===== config.mk =====
export PLATFORM = sky130hd
export DESIGN_NAME = rrts_ctrl
export DESIGN_NICKNAME = d
export VERILOG_FILES = /design/src/rtl/core/rrts_pkg.sv /design/src/rtl/core/rrts_ctrl.sv
export SDC_FILE = /design/constraint.sdc
export NUM_CORES = 1
export LEC_CHECK = 0
export BUFFER_PORTS_ARGS = -buffer_cell sky130_fd_sc_hd__buf_2
export CORE_UTILIZATION = 40
export DETAILED_ROUTE_END_ITERATION = 8
export HOLD_SLACK_MARGIN = 0.05
export PLACE_DENSITY = 0.64
export SLEW_MARGIN = 20
export SYNTH_ARGS = -nofsm -noshare
export SYNTH_HDL_FRONTEND = slang
export SYNTH_SLANG_ARGS = --single-unit

===== constraint.sdc =====
create_clock -name clk -period 3 [get_ports clk]
set_input_delay 0.3 -clock clk [delete_from_list [all_inputs] [get_ports clk]]
set_output_delay 0.3 -clock clk [all_outputs]
set_load 0.005 [all_outputs]

===== src/rtl/core/rrts_pkg.sv =====
// Shared types, codes and constants of the round robin task scheduler.
package rrts_pkg;

    // Table geometry and timer scaling
    localparam int TASK_SLOTS  = 16;
    localparam int IDX_W       = $clog2(TASK_SLOTS);
    localparam int COUNT_W     = $clog2(TASK_SLOTS + 1);
    localparam int MS_PER_TICK = 10;

    // Reciprocal for ms / MS_PER_TICK, exact over 32-bit operands
    localparam int DIV_SHIFT = 32 + $clog2(MS_PER_TICK);
    localparam longint unsigned DIV_RECIP =
        ((64'd1 << DIV_SHIFT) + MS_PER_TICK - 1) / MS_PER_TICK;

    typedef enum logic [2:0] {
        ACT_INIT     = 3'd0,
        ACT_SPAWN    = 3'd1,
        ACT_SCHEDULE = 3'd2,
        ACT_TICK     = 3'd3,
        ACT_SLEEP    = 3'd4,
        ACT_EXIT     = 3'd5,
        ACT_KILL     = 3'd6,
        ACT_REAP     = 3'd7
    } action_t;

    typedef enum logic [2:0] {
        STAT_OK          = 3'd0,
        STAT_NO_SLOT     = 3'd1,
        STAT_NOT_FOUND   = 3'd2,
        STAT_IDLE_PROT   = 3'd3,
        STAT_NOT_STARTED = 3'd4,
        STAT_NOTHING     = 3'd5
    } status_t;

    typedef enum logic [1:0] {
        SLOT_UNUSED   = 2'd0,
        SLOT_READY    = 2'd1,
        SLOT_SLEEPING = 2'd2,
        SLOT_DEAD     = 2'd3
    } slot_state_t;

    typedef struct packed {
        action_t     action;
        logic [31:0] stack_pointer;
        logic [63:0] now;
        logic [31:0] sleep_ms;
        logic [31:0] target_id;
    } in_t;

    typedef struct packed {
        status_t     status;
        logic [31:0] resume_sp;
        logic [31:0] task_id;
        logic [3:0]  slot;
        logic        switched;
        logic        killed_self;
        logic        last;
    } out_t;

    // Datapath operations issued by the controller
    typedef enum logic [4:0] {
        OP_NOP,
        OP_NOT_STARTED,
        OP_INIT,
        OP_SPAWN,
        OP_TICK,
        OP_EXIT,
        OP_SLEEP_DIV,
        OP_SLEEP_SET,
        OP_SCHED_SAVE,
        OP_WAKE,
        OP_PICK_START,
        OP_PICK,
        OP_SCHED_FIN,
        OP_KILL_START,
        OP_KILL,
        OP_REAP_START,
        OP_REAP
    } dp_op_t;

    typedef struct packed {
        dp_op_t op;
        logic   accept;
    } dp_cmd_t;

    typedef struct packed {
        action_t action;
        logic    running;
        logic    done;
    } dp_stat_t;

endpackage


===== src/rtl/core/rrts_ctrl.sv =====
// Controller state machine sequencing the scheduler datapath.
module rrts_ctrl
    import rrts_pkg::*;
(
    input  logic     clk,
    input  logic     rst_n,
    input  logic     start,
    output logic     busy,
    input  dp_stat_t stat,
    output dp_cmd_t  cmd
);

    typedef enum logic [3:0] {
        S_IDLE,
        S_DISPATCH,
        S_ONE_SHOT,
        S_SLEEP_DIV,
        S_SLEEP_SET,
        S_SCHED_SAVE,
        S_WAKE,
        S_PICK_START,
        S_PICK,
        S_SCHED_FIN,
        S_KILL_START,
        S_KILL,
        S_REAP_START,
        S_REAP
    } state_t;

    state_t state_reg;
    dp_op_t op_reg;

    assign busy       = (state_reg != S_IDLE);
    assign cmd.accept = start && (state_reg == S_IDLE);
    assign cmd.op     = op_reg;

    // State and registered command
    always_ff @(posedge clk or negedge rst_n)
    begin
        if (!rst_n)
        begin
            state_reg <= S_IDLE;
            op_reg    <= OP_NOP;
        end
        else
        begin
            unique case (state_reg)
                S_IDLE:
                begin
                    op_reg <= OP_NOP;
                    if (start)
                        state_reg <= S_DISPATCH;
                end
                S_DISPATCH:
                begin
                    if (!stat.running && stat.action != ACT_INIT)
                    begin
                        state_reg <= S_ONE_SHOT;
                        op_reg    <= OP_NOT_STARTED;
                    end
                    else
                    begin
                        unique case (stat.action)
                            ACT_INIT:
                            begin
                                state_reg <= S_ONE_SHOT;
                                op_reg    <= OP_INIT;
                            end
                            ACT_SPAWN:
                            begin
                                state_reg <= S_ONE_SHOT;
                                op_reg    <= OP_SPAWN;
                            end
                            ACT_TICK:
                            begin
                                state_reg <= S_ONE_SHOT;
                                op_reg    <= OP_TICK;
                            end
                            ACT_EXIT:
                            begin
                                state_reg <= S_ONE_SHOT;
                                op_reg    <= OP_EXIT;
                            end
                            ACT_SLEEP:
                            begin
                                state_reg <= S_SLEEP_DIV;
                                op_reg    <= OP_SLEEP_DIV;
                            end
                            ACT_SCHEDULE:
                            begin
                                state_reg <= S_SCHED_SAVE;
                                op_reg    <= OP_SCHED_SAVE;
                            end
                            ACT_KILL:
                            begin
                                state_reg <= S_KILL_START;
                                op_reg    <= OP_KILL_START;
                            end
                            ACT_REAP:
                            begin
                                state_reg <= S_REAP_START;
                                op_reg    <= OP_REAP_START;
                            end
                        endcase
                    end
                end
                S_ONE_SHOT:
                begin
                    state_reg <= S_IDLE;
                    op_reg    <= OP_NOP;
                end
                S_SLEEP_DIV:
                begin
                    state_reg <= S_SLEEP_SET;
                    op_reg    <= OP_SLEEP_SET;
                end
                S_SLEEP_SET:
                begin
                    state_reg <= S_IDLE;
                    op_reg    <= OP_NOP;
                end
                S_SCHED_SAVE:
                begin
                    state_reg <= S_WAKE;
                    op_reg    <= OP_WAKE;
                end
                S_WAKE:
                begin
                    if (stat.done)
                    begin
                        state_reg <= S_PICK_START;
                        op_reg    <= OP_PICK_START;
                    end
                end
                S_PICK_START:
                begin
                    state_reg <= S_PICK;
                    op_reg    <= OP_PICK;
                end
                S_PICK:
                begin
                    if (stat.done)
                    begin
                        state_reg <= S_SCHED_FIN;
                        op_reg    <= OP_SCHED_FIN;
                    end
                end
                S_SCHED_FIN:
                begin
                    state_reg <= S_IDLE;
                    op_reg    <= OP_NOP;
                end
                S_KILL_START:
                begin
                    state_reg <= S_KILL;
                    op_reg    <= OP_KILL;
                end
                S_KILL:
                begin
                    if (stat.done)
                    begin
                        state_reg <= S_IDLE;
                        op_reg    <= OP_NOP;
                    end
                end
                S_REAP_START:
                begin
                    state_reg <= S_REAP;
                    op_reg    <= OP_REAP;
                end
                S_REAP:
                begin
                    if (stat.done)
                    begin
                        state_reg <= S_IDLE;
                        op_reg    <= OP_NOP;
                    end
                end
                default:
                begin
                    state_reg <= S_IDLE;
                    op_reg    <= OP_NOP;
                end
            endcase
        end
    end

endmodule


==> results.txt, run 1 <==
----------------------------------------------------
[Setup path]
  Levels on crit path ... 4
  Required time of the critical path ... between 3 and 4 ns
  Cell with the biggest individual delay on the critical path ... sky130_fd_sc_hd__dfrtp_1
  Classification of the worst setup path ... reg -> reg
  Cells traversed along the worst timing path ... nand2b_1, or3_1, a31oi_2, a22o_1
  Arrival time at the worst endpoint ... between 1.5 and 2 ns
  Number of cells on the worst reg-to-reg path ... 4
  Largest delay contributor family on the critical path ... flip-flops
  Startpoint Class ... register
  Maximum net fanout on the critical path ... 18
  Crit path capture type ... register
  CP max stage delay ... 0.69 ns
  Sum of buffers and inverters on the critical path ... 0

[Global routing]
  Met3 demand-to-capacity share in global routing ... 0.0269
  First-pass GRT wire length ... just over 3 mm
  Maximum number of pins on one net before global-route repair ... 19
  Antenna violations before repair ... 0
  Busiest layer in global routing ... met2
  Overall fraction of global-route tracks in use ... 0.200
  Global-route met1 utilization ... 0.266
  Via count of the first global-routing pass ... 661
  Met2 Track Usage GR ... 0.322
  GRT Residual Overflow ... 0

[STA]
  Hold violation total from the final report ... 0
  Worst hold margin ... ~0.42 ns
  Clock tree skew after final layout ... ~0.009 ns
  Sum Neg Setup Slack ... 0 ns
  Share of the cycle needed by the critical path after routing ... 0.596
  Worst-margin pin slew ... about 0.54 ns
  Number of setup violations in the final report ... 0
  Number of pins exceeding their max-slew limit in the final report ... 0
  Final critical path time including I/O delays and setup ... roughly 1.8 ns
  Setup repair after global routing missed its margin ... false
  Normalized max-slew margin ... 0.637
  Timing-limited maximum frequency ... between 500 and 600 MHz

[Final layout]
  Net total in the final layout ... 124
  # fillers ... between 150 and 200
  Most common cell after layout, fill and taps aside ... sky130_fd_sc_hd__buf_2
  Post-route insts no fill ... 137
  Finished Core Util ... 0.501
  Area of the multi-input gates ... about 530 um2
  Synthesis-to-layout area growth ... 11.6%
  Total area of sequential cells ... roughly 230 um2
  Layout cells sized above 1 ... 0.188
  Flip-flop count of the largest register, all copies and words added ... 5
  Top library cells by usage in the layout, fill and taps aside ... 14 x sky130_fd_sc_hd__buf_2, 9 x sky130_fd_sc_hd__nor2_1, 9 x sky130_fd_sc_hd__dfrtp_1, 8 x sky130_fd_sc_hd__nor2b_1, 8 x sky130_fd_sc_hd__a21oi_1
  # diodes ... 0

[Clock network]
  Clock tree from TritonCTS ... done
  Number of sinks driven by the clock tree ... 9
  Latest clock arrival within the worst-skew pair ... ~0.26 ns
  Cell chosen for the clock root ... sky130_fd_sc_hd__clkbuf_4
  H-tree depth ... 1
  Clock Pin Slew Worst Setup and Hold Paths ... around 0.070 ns
  Buffers inserted by post-CTS timing repair ... 0
  CTS Buf Count ... 3
  Buffer levels on the longest clock path ... 2

[Pwr]
  Power per standard cell area ... about 710 mW/mm2
  Worst vdd rail ir drop ... roughly 320 uV
  Static Leak ... around 0.41 nW

[Place]
  Number of placed instances with taps included ... ~130
  Weighted congestion reported at the end of routability-driven placement ... between 0.8 and 0.9
  PortBufs ... 14
  Sum of net half-perimeters after detailed placement ... about 1.5 mm

[Synth]
  Part of the Yosys area used for sequential elements ... 0.276
  Number of warning messages in the yosys log ... 0
  Synthesized netlist net count ... 111
  Synthesized instance count ... 100
  Count of state elements after synthesis ... 9
  Mean cell area of the mapped netlist ... around 8 um2
  Ys async rst share ... 1.00
  Number of distinct standard cells referenced by the synthesized netlist ... 39
  Most used flip-flop cell after synthesis ... sky130_fd_sc_hd__dfrtp_1
  Post-synth EDFFs ... 0
  Summed instance area of the synthesized netlist ... roughly 800 um2

[Drt]
  DRC violation count after routing ... 0
  Average wire length per cell after detail routing ... 14.2 um
  DR vias ... 816
  Via-per-instance ratio ... 5.96
  Drt first-iter violations ... 37
  Routed WL ... between 1.5 and 2 mm
  DR pass1 iterations ... 5
  Antenna Nets Post-Route ... 0

[Floorplanning]
  Initial standard-cell utilization of the core ... 0.449
  Die height ... 47.2 um
  Horizontal die dimension ... between 40 and 50 um
  # rows ... 15
  Number of primary I/O pins ... 15
  Die ar. ... roughly 0.0022 mm2
  Area of the placeable core ... about 0.0018 mm2

[Job]
  Number of maximum-capacitance constraint violations ... 0

[Min path]
  Count of cells along the worst hold path ... 3
  Path type of the worst min-delay path ... in -> reg

[Run status]
  Outcome ... complete, no violations

----------------------------------------------------
==> power by group <==
| part | switching [mW] | total, mW | internal (mW) |
|---|---|---|---|
| Clock | 0.0460 | 0.0973 | 0.0513 |
| Sequential | 0.0758 | 0.230 | 0.154 |
| Combinational | 0.165 | 0.317 | 0.152 |
==> worst register-to-register path: stages, from the launching register on <==
cell	delay, ns
sky130_fd_sc_hd__dfrtp_1	0.69
sky130_fd_sc_hd__nand2b_1	0.21
sky130_fd_sc_hd__or3_1	0.41
sky130_fd_sc_hd__a31oi_2	0.23
sky130_fd_sc_hd__a22o_1	0.18
==> what timing repair did <==
item                                   CTS  global route
hold buffers                             1             0
endpoints found under the hold margin    9             0
gates resized for setup                  0             0
==> stage by stage <==
stage / power [mW] / area, um2 / setup slack (ns)
2_1_floorplan: 0.466 / 817 / 1.49
3_3_place_gp: 0.540 / 876 / 1.18
3_5_place_dp: 0.541 / 876 / 1.16
4_1_cts: 0.639 / 912 / 1.25
5_1_grt: 0.694 / 912 / 1.10
6_report: 0.644 / 912 / 1.21
==> area by class of cell <==
| class | count | area share |
|---|---|---|
| timing repair buffer | 15 | 0.0878 |
| inverter | 5 | 0.0206 |
| tap | 25 | 0.0343 |
| multi-input combinational | 79 | 0.582 |
| sequential | 9 | 0.247 |
| clock buffer | 4 | 0.0288 |
==> cell families after synthesis <==
group	after synthesis	synth area share
mux	1	0.0123
fa+ha+maj	3	0.0459
xor+xnor	3	0.0322
compound gates	34	0.311
flops	9	0.276
buf+inv	12	0.0750
simple gates	38	0.248
==> path summary, 6_finish.rpt <==
| check | startpoint | endpoint | slack, ns |
|---|---|---|---|
| max | state_reg[2]$_DFFE_PN0P_ | op_reg[0]$_DFFE_PN0P_ | 1.21 |
| min | stat[0] | state_reg[2]$_DFFE_PN0P_ | 0.42 |
| max reg2reg | state_reg[2]$_DFFE_PN0P_ | op_reg[0]$_DFFE_PN0P_ | 1.21 |
| min reg2reg | op_reg[0]$_DFFE_PN0P_ | op_reg[0]$_DFFE_PN0P_ | 0.51 |
| max in group asynchronous | rst_n | op_reg[0]$_DFFE_PN0P_ | 2.37 |
| min in group asynchronous | rst_n | state_reg[2]$_DFFE_PN0P_ | 0.43 |
==> synth_stat cells (all sizes together), types with 2 or more instances <==
cell    instances  share of area
a21oi           8          0.049
a22o            6          0.064
and3            2          0.015
buf             6          0.047
dfrtp           9           0.28
ha              3          0.046
inv             5          0.023
nand2           6          0.028
nand2b          3          0.023
nand3           3          0.018
nor2            9          0.041
nor2b           8          0.061
o21ai           3          0.018
o22ai           3          0.023
o311ai          2          0.021
or2             2          0.015
xnor2           3          0.032
==> per-layer routing <==
| metal | vias to the layer above | part of all wire | wire length, um |
|---|---|---|---|
| met5 | - | 0 | 0 |
| met4 | 0 | 0.026 | 50 |
| met3 | 6 | 0.059 | 115 |
| met2 | 39 | 0.46 | 893 |
| met1 | 380 | 0.45 | 882 |
| li1 | 391 | - | - |
(Power assumes the default switching activity.)
==> run 2: changes to the inputs <==
--- a/config.mk
+++ b/config.mk
@@ -9,7 +9,7 @@
 export CORE_UTILIZATION = 40
 export DETAILED_ROUTE_END_ITERATION = 8
 export HOLD_SLACK_MARGIN = 0.05
-export PLACE_DENSITY = 0.64
+export PLACE_DENSITY = 0.66
 export SLEW_MARGIN = 20
 export SYNTH_ARGS = -nofsm -noshare
 export SYNTH_HDL_FRONTEND = slang
==> constraint.sdc (replaced) <==
create_clock -name clk -period 1.6 [get_ports clk]
set_input_delay 0.16 -clock clk [delete_from_list [all_inputs] [get_ports clk]]
set_output_delay 0.16 -clock clk [all_outputs]
set_load 0.005 [all_outputs]
==> run 2 against run 1 <==
  * Cell count rose by 18%
  * Clock power rose by 100%
  * Worst hold slack got worse by 0.16 ns
  * Total power rose by 140%
  * Wire length rose by 34%
  * Critical endpoint is now op_reg[3]$_DFFE_PN0P_
  * Global-route usage rose by 4.4 points
  * Largest cell class unchanged
==> results.txt, run 2 (synthesis results as in run 1) <==
----------------------------------------------------
[Setup path]
  Classification of the worst setup path ... reg -> reg
  Worst reg2reg startpoint ... state_reg[3]$_DFFE_PN0P_
  Required time of the critical path ... 1.76 ns (-1.44 ns)
  Startpoint Class ... register
  Timing startpoint of the critical path ... state_reg[3]$_DFFE_PN0P_
  Crit path capture type ... register
  Arrival time at the worst endpoint ... 1.73 ns (-0.25 ns)
  Maximum net fanout on the critical path ... 7 (-11)

[STA]
  Number of pins exceeding their max-slew limit in the final report ... 0 (unchanged)
  Timing-limited maximum frequency ... 633 MHz (+13%)
  Share of the cycle needed by the critical path after routing ... 0.987 (+0.391)
  Sum Neg Setup Slack ... 0 ns (unchanged)
  Clock tree skew after final layout ... 0.0145 ns (+0.00552 ns)
  Worst-margin pin slew ... 0.369 ns (-0.174 ns)
  Hold violation total from the final report ... 0 (unchanged)
  Number of setup violations in the final report ... 0 (unchanged)
  Normalized max-slew margin ... 0.753 (+0.115)
  Post-route setup slack ... 0.0208 ns (-1.19 ns)
  Final critical path time including I/O delays and setup ... 1.58 ns (-0.207 ns)

[Drt]
  Met3 WL ... 206 um (+79%)
  Drt first-iter violations ... 62 (+68%)
  Antenna Nets Post-Route ... 0 (unchanged)
  Met1 Routed Length ... 1.10 mm (+24%)
  Met2 wirelength from detailed routing ... 1.23 mm (+38%)
  DR vias ... 953 (+17%)
  Uppermost routed layer ... met4
  Routed WL ... 2.60 mm (+34%)
  Via-per-instance ratio ... 5.92 (-0.62%)
  DR pass1 iterations ... 4 (-1)
  Average wire length per cell after detail routing ... 16.1 um (+14%)
  DRC violation count after routing ... 0 (unchanged)

[Final layout]
  Post-route insts no fill ... 161 (+18%)
  Net total in the final layout ... 148 (+19%)
  Most common cell after layout, fill and taps aside ... sky130_fd_sc_hd__buf_4
  Flip-flop count of the largest register, all copies and words added ... 5 (unchanged)
  # diodes ... 0 (unchanged)
  Layout cells sized above 1 ... 0.390 (+0.202)
  Top library cells by usage in the layout, fill and taps aside ... 22 x sky130_fd_sc_hd__buf_4, 14 x sky130_fd_sc_hd__buf_2, 8 x sky130_fd_sc_hd__nor2_1, 8 x sky130_fd_sc_hd__a21oi_1, 7 x sky130_fd_sc_hd__nor2b_1
  Synthesis-to-layout area growth ... 38.9%
  # fillers ... 157 (-16%)

[Floorplanning]
  Die height ... 47.2 um (unchanged)
  Die ar. ... 0.00223 mm2 (unchanged)
  Initial standard-cell utilization of the core ... 0.449 (unchanged)
  Area of the placeable core ... 0.00182 mm2 (unchanged)
  Horizontal die dimension ... 47.2 um (unchanged)
  Number of primary I/O pins ... 15 (unchanged)
  # rows ... 15 (unchanged)

[Pwr]
  Power per standard cell area ... 1360 mW/mm2 (+93%)
  Worst vdd rail ir drop ... 811 uV (+150%)
  Static Leak ... 0.535 nW (+29%)

[Place]
  Weighted congestion reported at the end of routability-driven placement ... 0.893 (+7.4%)
  PortBufs ... 14 (unchanged)
  Sum of net half-perimeters after detailed placement ... 1.81 mm (+23%)
  Number of placed instances with taps included ... 150 (+14%)
  Place WS ... -0.0201 ns (-1.18 ns)

[Global routing]
  GRT Residual Overflow ... 0 (unchanged)
  First-pass GRT wire length ... 3.73 mm (+22%)
  Via count of the first global-routing pass ... 792 (+20%)
  Overall fraction of global-route tracks in use ... 0.244 (+0.0435)
  Antenna violations before repair ... 0 (unchanged)
  Maximum number of pins on one net before global-route repair ... 13 (-6)

[Run status]
  Outcome ... complete, no violations

[Clock network]
  Latest clock arrival within the worst-skew pair ... 0.28 ns (+0.02 ns)
  Clock tree from TritonCTS ... done
  H-tree depth ... 1 (unchanged)
  Number of sinks driven by the clock tree ... 9 (unchanged)
  Clock Pin Slew Worst Setup and Hold Paths ... 0.08 ns (about the same)
  Cell chosen for the clock root ... sky130_fd_sc_hd__clkbuf_4
  Buffer levels on the longest clock path ... 2 (unchanged)
  CTS Buf Count ... 3 (unchanged)

[Job]
  Number of maximum-capacitance constraint violations ... 0 (unchanged)

[Min path]
  Path type of the worst min-delay path ... in -> async

----------------------------------------------------
## run 2: layout make-up
type / count / area [um2] / share of cell area
inverter: 5 / 18.8 / 0.0165
timing repair buffer: 39 / 262 / 0.230
sequential: 9 / 230 / 0.203
clock buffer: 4 / 26.3 / 0.0232
tap: 25 / 31.3 / 0.0276
multi-input combinational: 79 / 567 / 0.499
## run 2: final timing paths
check	end	slack, ns	cells after the start
hold reg to reg	op_reg[3]$_DFFE_PN0P_	0.51	1
hold / removal	state_reg[1]$_DFFE_PN0P_	0.27	2
setup / recovery	op_reg[3]$_DFFE_PN0P_	0.02	5
max in group asynchronous	op_reg[0]$_DFFE_PN0P_	1.12	2
setup reg to reg	op_reg[3]$_DFFE_PN0P_	0.02	5
min in group clk	op_reg[4]$_DFFE_PN0P_	0.32	3
## run 2: layer usage
layer	GRT usage	vias up
met1	0.327	433
met3	0.0308	13
met5	0	-
met4	0.114	0
li1	-	439
met2	0.389	68
## run 2: timing repair
| item | CTS | global route |
|---|---|---|
| resized for setup | 1 | 11 |
| pin swaps | 0 | 2 |
| buffers inserted | 0 | 6 |
| hold buffers | 1 | 0 |
| endpoints found under the setup margin | 4 | 8 |
| endpoints found under the hold margin | 9 | 0 |
## run 2: metrics by stage
step | total power, mW | utilization | hold WS, ns | area, um2
after CTS | 1.41 | 0.576 | 0.288 | 1050
after global routing | 1.63 | 0.623 | 0.302 | 1130
final | 1.54 | 0.623 | 0.267 | 1130
after floorplan | 0.873 | - | -0.136 | 817
after detailed placement | 1.22 | 0.555 | 0.0341 | 1010
after global placement | 1.21 | 0.555 | 0.0322 | 1010
## run 2: where the power goes
group	internal, mW	switching, mW
sequential	0.297	0.0767
clock	0.0966	0.0999
combinational	0.495	0.479
## run 2: worst max-delay path, cell delays in order (launching register included)
cell and delay, ns:
sky130_fd_sc_hd__dfrtp_2 0.45, sky130_fd_sc_hd__buf_6 0.14, sky130_fd_sc_hd__nor2b_2 0.05, sky130_fd_sc_hd__a311o_1 0.37, sky130_fd_sc_hd__a31o_1 0.23, sky130_fd_sc_hd__a22o_1 0.21
